==> src/hdl/dva_pkg.sv <==
// Package: request/response types, sequencer states and calendar helpers for the date adder.
package dva_pkg;

  localparam logic [3:0]  MonthJan     = 4'd1;
  localparam logic [3:0]  MonthFeb     = 4'd2;
  localparam logic [3:0]  MonthApr     = 4'd4;
  localparam logic [3:0]  MonthJun     = 4'd6;
  localparam logic [3:0]  MonthSep     = 4'd9;
  localparam logic [3:0]  MonthNov     = 4'd11;
  localparam logic [3:0]  MonthDec     = 4'd12;
  localparam logic [13:0] GregCycle    = 14'd400;
  localparam logic [8:0]  CycleLast    = 9'd399;
  localparam logic [8:0]  Century1     = 9'd100;
  localparam logic [8:0]  Century2     = 9'd200;
  localparam logic [8:0]  Century3     = 9'd300;

  typedef struct packed {
    logic [4:0]  start_day;
    logic [3:0]  start_month;
    logic [13:0] start_year;
    logic [15:0] add_days;
  } dva_req_t;

  typedef struct packed {
    logic        date_ok;
    logic [4:0]  end_day;
    logic [3:0]  end_month;
    logic [13:0] end_year;
  } dva_rsp_t;

  typedef enum logic [2:0] {
    ST_IDLE,
    ST_MOD,
    ST_CHECK,
    ST_STEP,
    ST_DONE
  } dva_state_e;

  // Days in month m; leap selects 29-day February.
  function automatic logic [4:0] month_len(input logic [3:0] m, input logic leap);
    logic [4:0] len;
    unique case (m)
      MonthFeb: len = leap ? 5'd29 : 5'd28;
      MonthApr, MonthJun, MonthSep, MonthNov: len = 5'd30;
      default: len = 5'd31;
    endcase
    return len;
  endfunction

endpackage

==> src/hdl/date_validate_and_add_days_core.sv <==
// Top level: Gregorian date check and day-count adder with a shared subtractor.
//
// Usage:
//   Request channel: drive req_i and pulse start while busy is low; the
//   request is taken on that clock edge and busy rises on the next cycle.
//   Response channel: rsp_o is presented for exactly one cycle with
//   result_valid_o high. The receiver cannot stall; it must take it then.
// Sequence: the year is reduced mod 400 by repeated subtraction, the start
//   date is checked, and the day count is stepped forward a month at a
//   time until it lands inside a month; the number of passes grows with
//   start_year and the number of month steps with the day count. One
//   request is in flight at a time. Both phases run through the same
//   16-bit subtractor/comparator.
// Invalid dates (day 0, month outside 1..12, day past month end) skip the
//   month stepping and echo the request fields with date_ok = 0.
// Years roll over modulo 16384 in end_year; the leap rule keeps using the
//   exact year because it is tracked as year mod 400 alongside.
// Reset: rst_ni is asynchronous, active low; the sequencer returns to idle,
//   busy drops and no strobe is issued.
module date_validate_and_add_days_core (
  input  logic              clk_i,
  input  logic              rst_ni,
  input  logic              start,
  output logic              busy,
  input  dva_pkg::dva_req_t req_i,
  output logic              result_valid_o,
  output dva_pkg::dva_rsp_t rsp_o
);
  import dva_pkg::*;

  dva_state_e  state_q, state_d;
  logic [4:0]  day_q;
  logic [3:0]  mon_q;
  logic [13:0] year_q;
  logic [15:0] rem_q;
  logic [13:0] r_q;       // year during reduction, then year mod 400
  logic        ok_q;

  // Calendar view of the current date
  logic        leap;
  logic [4:0]  mlen;
  logic [5:0]  to_next;
  logic        date_ok;

  // Shared subtractor
  logic        sel_mod;
  logic [15:0] op_a, op_b;
  logic [16:0] diff;
  logic        borrow;

  assign leap = (year_q[1:0] == 2'b00) &&
                (r_q[8:0] != Century1) && (r_q[8:0] != Century2) &&
                (r_q[8:0] != Century3);
  assign mlen    = month_len(mon_q, leap);
  assign to_next = {1'b0, mlen} - {1'b0, day_q} + 6'd1;
  assign date_ok = (day_q != 5'd0) && (mon_q >= MonthJan) && (mon_q <= MonthDec) &&
                   (day_q <= mlen);

  assign op_a   = sel_mod ? {2'b00, r_q} : rem_q;
  assign op_b   = sel_mod ? {2'b00, GregCycle} : {10'd0, to_next};
  assign diff   = {1'b0, op_a} - {1'b0, op_b};
  assign borrow = diff[16];

  // Next state
  always_comb begin
    state_d = state_q;
    unique case (state_q)
      ST_IDLE:  if (start) state_d = ST_MOD;
      ST_MOD:   if (borrow) state_d = ST_CHECK;
      ST_CHECK: state_d = (date_ok && (rem_q != 16'd0)) ? ST_STEP : ST_DONE;
      ST_STEP:  if (borrow || (diff[15:0] == 16'd0)) state_d = ST_DONE;
      ST_DONE:  state_d = ST_IDLE;
      default:  state_d = ST_IDLE;
    endcase
  end

  // Outputs
  always_comb begin
    busy           = 1'b1;
    result_valid_o = 1'b0;
    sel_mod        = 1'b0;
    unique case (state_q)
      ST_IDLE:  busy = 1'b0;
      ST_MOD:   sel_mod = 1'b1;
      ST_CHECK: ;
      ST_STEP:  ;
      ST_DONE:  result_valid_o = 1'b1;
      default:  busy = 1'b0;
    endcase
  end

  always_ff @(posedge clk_i or negedge rst_ni) begin
    if (!rst_ni) begin
      state_q <= ST_IDLE;
    end else begin
      state_q <= state_d;
    end
  end

  // Datapath
  always_ff @(posedge clk_i) begin
    unique case (state_q)
      ST_IDLE: begin
        if (start) begin
          day_q  <= req_i.start_day;
          mon_q  <= req_i.start_month;
          year_q <= req_i.start_year;
          rem_q  <= req_i.add_days;
          r_q    <= req_i.start_year;
        end
      end
      ST_MOD: begin
        if (!borrow) r_q <= diff[13:0];
      end
      ST_CHECK: ok_q <= date_ok;
      ST_STEP: begin
        if (borrow) begin
          // remaining days land inside this month
          day_q <= day_q + rem_q[4:0];
          rem_q <= 16'd0;
        end else begin
          rem_q <= diff[15:0];
          day_q <= 5'd1;
          if (mon_q == MonthDec) begin
            mon_q  <= MonthJan;
            year_q <= year_q + 14'd1;
            r_q    <= (r_q[8:0] == CycleLast) ? 14'd0 : r_q + 14'd1;
          end else begin
            mon_q <= mon_q + 4'd1;
          end
        end
      end
      ST_DONE: ;
      default: ;
    endcase
  end

  assign rsp_o.date_ok   = ok_q;
  assign rsp_o.end_day   = day_q;
  assign rsp_o.end_month = mon_q;
  assign rsp_o.end_year  = year_q;

  // Assertions
  a_accept_busy: assert property (@(posedge clk_i) disable iff (!rst_ni)
    start && !busy |=> busy)
    else $error("accepted request did not raise busy");

  a_strobe_release: assert property (@(posedge clk_i) disable iff (!rst_ni)
    result_valid_o |=> !busy)
    else $error("busy held after result strobe");

  a_step_mod400: assert property (@(posedge clk_i) disable iff (!rst_ni)
    (state_q == ST_STEP) |-> (r_q < GregCycle))
    else $error("year residue out of range while stepping");

  a_ok_date_sane: assert property (@(posedge clk_i) disable iff (!rst_ni)
    result_valid_o && rsp_o.date_ok |->
      (rsp_o.end_day != 5'd0) && (rsp_o.end_month >= MonthJan) &&
      (rsp_o.end_month <= MonthDec))
    else $error("valid result carries impossible date");

endmodule

==> config.mk <==
export PLATFORM = sky130hd
export DESIGN_NAME = date_validate_and_add_days_core
export DESIGN_NICKNAME = d
export VERILOG_FILES = /design/src/hdl/dva_pkg.sv /design/src/hdl/date_validate_and_add_days_core.sv
export SDC_FILE = /design/constraint.sdc
export NUM_CORES = 1
export LEC_CHECK = 0
export BUFFER_PORTS_ARGS = -buffer_cell sky130_fd_sc_hd__buf_2
export CELL_PAD_IN_SITES_DETAIL_PLACEMENT = 0
export CELL_PAD_IN_SITES_GLOBAL_PLACEMENT = 2
export CORE_UTILIZATION = 32
export DETAILED_ROUTE_END_ITERATION = 7
export GPL_TIMING_DRIVEN = 0
export PLACE_DENSITY = 0.82
export SLEW_MARGIN = 25
export SYNTH_ARGS = -nofsm -noshare
export SYNTH_HDL_FRONTEND = slang
export SYNTH_SLANG_ARGS = --single-unit
==> constraint.sdc <==
create_clock -name clk_i -period 5.65 [get_ports clk_i]
set_clock_uncertainty 0.15 [all_clocks]
set_input_delay 0.2825 -clock clk_i [delete_from_list [all_inputs] [get_ports clk_i]]
set_output_delay 0.2825 -clock clk_i [all_outputs]
set_load 0.01 [all_outputs]
==> flow_summary.ini <==
[synth]
seq_area_frac_synth = 0.362
syn_nets = 607
postSynthCellCount = 532
yosysTopAreaCell = edfxtp_1
ys_warn_count = 0
synth_top_area_frac = 0.346
ys_types = 64
synth_edf_count = 54
ys_ff_latch = 57
synthTopCellsByArea = edfxtp_1 (35%), ha_1 (8.0%), nand2_1 (6.6%)
synthArstFlopShare = 0.0526
netlist_area_sq_um = 4690
synthFlopType = edfxtp_1
avgSynthCellArea_sq_um = 8.81

[clock_tree]
clock_latency_ps = 340
path_clk_slew_ps = 60
cts_buffer_depth = 2
cts_htree_levels = 3
numCtsBuffers = 9
cts-root-buf = clkbuf_16
cts.sinks = 57
cts_tree = done

[detailed_routing]
wl_met3_um = 980
met2_length_um = 7070
route.detailed.drc = 0
drt-met1-wl_um = 6870
routed_wl_um = 15200
drt_iter0_drc = 293
first_pass_iters = 5
vias = 4422
via_per_inst = 5.51
drt-wirelength-per-cell_um = 19.0
ant_nets = 0
top_layer_used = met4

[timing]
post-route-min-period_ps = 5410
clock.fmax_mhz = 185
hold_viol = 0
setup_violations = 0
fin_ws_ps = 245
post-route-period-util = 0.957
grt_setup_unrepaired = yes
tns_ps = 0
worst_slew_pin_slew_ps = 1100
relSlewSlack = 0.259
slew_viol_final = 0

[critical_path]
cp_cell_sequence = buf_2 > nor3b_1 > clkbuf_1 > buf_1 > nand2_1 > nand2_1 > ha_1 > a21o_1 > a21oi_2 > nand2_1 > xor2_1 > nor4b_1 > nand4_1 > or4_1 > a31oi_1
worst-path-buf-inv = 3
critical_path.top_delay_family = simple AND/OR/NAND/NOR gates
path_class = register to register
reg2reg_from = state_q[0]
r2r_slack_ps = 240
max_stage_delay_ps = 720
cp_slowest_cell = nor3b_1
rr_worst_depth = 15
crit_path_frequent_cell = nand2_1
cp-start-kind = register
worst_ep_required_time_ps = 5770
reg2reg_to = state_q[2]
crit_arrival_ps = 5520
critical_path.max_fanout = 10
end_kind = register

[pwr]
vdd_drop_max_mv = 0.213
comb_power_share = 0.617
p_leak_nw = 2.30
power_mw = 4.02
p_switching_mw = 1.94
netSwitchingFraction = 0.483
p_int_mw = 2.08
p_per_area_nw_per_um2 = 697
seqPwrFrac = 0.226
p_clk_frac = 0.157

[placement]
placed_cells = 779
port_buffers = 67
dp_hpwl_um = 11500
preCtsSetupSlack_ps = -1100
gp_congestion = 0.805

[floorplanning]
dieArea_sq_um = 15100
ioPinCount = 68
core-area_sq_um = 14100
die_height_um = 123
initial_core_util = 0.333
die_x_um = 123
rows = 43

[run_status]
status = finished clean

[hold_path]
hp-class = input pin to register
min_from = req_i[6]
hold_end = rem_q[6]
hold_depth = 3

[job]
drv_cap = 0

[finish]
fillCellCount = 1451
drive_gt1_frac = 0.186
finish.utilization = 0.409
n_antenna_cell = 0
areaGrowthSynthToFinish_pct = 22.9
final_cells = 802
nets = 692

[global_route]
grt_pass1_vias = 4321
antenna_found_initial = 0
grt_pass1_wl_um = 23400
grt_start_max_net_pins = 22
track_usage = 0.210
grt_overflow_total = 0
[through the flow]
step	instance area, sq um	hold slack (ps)
after floorplan	4690	-163
after global placement	5250	-60.6
after detailed placement	5260	-61.3
after CTS	5720	61.7
after global routing	5760	75.5
final	5760	64.2
[cell type report]
class | instances | area [sq um] | share of cell area
Buffer | 30 | 128 | 0.0221
Clock buffer | 10 | 229 | 0.0397
Clock inverter | 6 | 106 | 0.0185
Inverter | 21 | 78.8 | 0.0137
Multi-Input combinational cell | 422 | 2870 | 0.498
Sequential cell | 57 | 1700 | 0.294
Tap cell | 180 | 225 | 0.0391
Timing Repair Buffer | 76 | 430 | 0.0747
[metal layers]
layer / up-vias / track usage
met5: - / 0
met4: 0 / 0.0858
met3: 21 / 0.0318
met2: 154 / 0.335
met1: 2129 / 0.285
li1: 2118 / -
[cells in the final DEF (no fill, tap or decap), types with 5 or more instances in the layout]
cell type / instances
clkbuf_16: 9
nand2_1: 82
mux2i_1: 7
a21o_1: 7
nor4b_1: 5
xnor2_1: 21
ha_1: 30
inv_1: 20
xor2_1: 20
nor3_1: 11
a21oi_1: 18
o21a_1: 7
buf_4: 7
nor2_1: 34
nand3_1: 13
o221ai_1: 6
nand2b_1: 7
o21ai_0: 35
o31ai_1: 14
a31oi_1: 5
nand4_1: 9
and3_1: 10
edfxtp_1: 54
clkbuf_1: 24
buf_2: 69
or3_1: 8
nor4_1: 6
[how the worst max path moves through the flow]
stage,startpoint,end,slack [ps],cells past startpoint
2_1_floorplan,r_q[6],r_q[0],250,24
3_3_place_gp,r_q[6],r_q[9],-1340,24
3_5_place_dp,r_q[6],r_q[9],-1100,24
4_1_cts,r_q[3],state_q[2],70,23
5_1_grt,r_q[6],state_q[2],-20,23
6_report,state_q[0],state_q[2],240,15
[logic make-up after synthesis]
kind of cell | after synthesis | synth area share
flops | 57 | 0.362
fa+ha+maj | 33 | 0.0929
compound gates | 130 | 0.185
buf+inv | 53 | 0.0454
xor+xnor | 42 | 0.0784
simple gates | 205 | 0.209
mux | 12 | 0.0267
[power groups by stage]
stage	sequential [mW]	clock (mW)	combinational [mW]
after detailed placement	0.906	0	2.30
final	0.907	0.631	2.48
after CTS	0.906	0.638	2.41
after global routing	0.926	0.650	2.71
after global placement	0.903	0	2.28
after floorplan	0.875	0	1.60
[sequential cells by signal (all words and copies together), names as in the netlist]
name	cells
ok_q	1
rem_q	16
day_q	5
state_q	3
r_q	14
year_q	14
mon_q	4
[synthesized netlist by cell type, types with 3 or more instances]
library cell	count
a211oi_1	3
a21o_1	7
a21oi_1	20
a22o_1	3
a31o_2	3
a31oi_1	6
and2_1	3
and3_1	10
clkbuf_1	26
dfrtp_1	3
edfxtp_1	54
fa_1	3
ha_1	30
inv_1	20
mux2_2	3
mux2i_1	8
nand2_1	82
nand2b_1	7
nand3_1	13
nand4_1	9
nor2_1	37
nor2b_1	3
nor3_1	11
nor3b_1	3
nor4_1	6
nor4b_1	5
o21a_1	7
o21ai_0	36
o221ai_1	6
o31ai_1	14
or3_1	8
xnor2_1	21
xor2_1	21
[worst register-to-register path: stages, from the launching register on]
cell and delay [ps]:
dfrtp_1 340, buf_2 210, nor3b_1 720, clkbuf_1 480
buf_1 600, nand2_1 210, nand2_1 130, ha_1 300
a21o_1 220, a21oi_2 290, nand2_1 200, xor2_1 190
nor4b_1 330, nand4_1 200, or4_1 590, a31oi_1 170
[what timing repair did]
action                                  CTS  global route
resized for setup                        12             6
hold endpoints to repair                  3             0
hold buffers                              1             0
gates cloned                              0             0
endpoints found under the setup margin   53            31
pin swaps                                 2             4
buffers inserted                          5             3
Note: power is estimated with default switching activity, not from simulation.
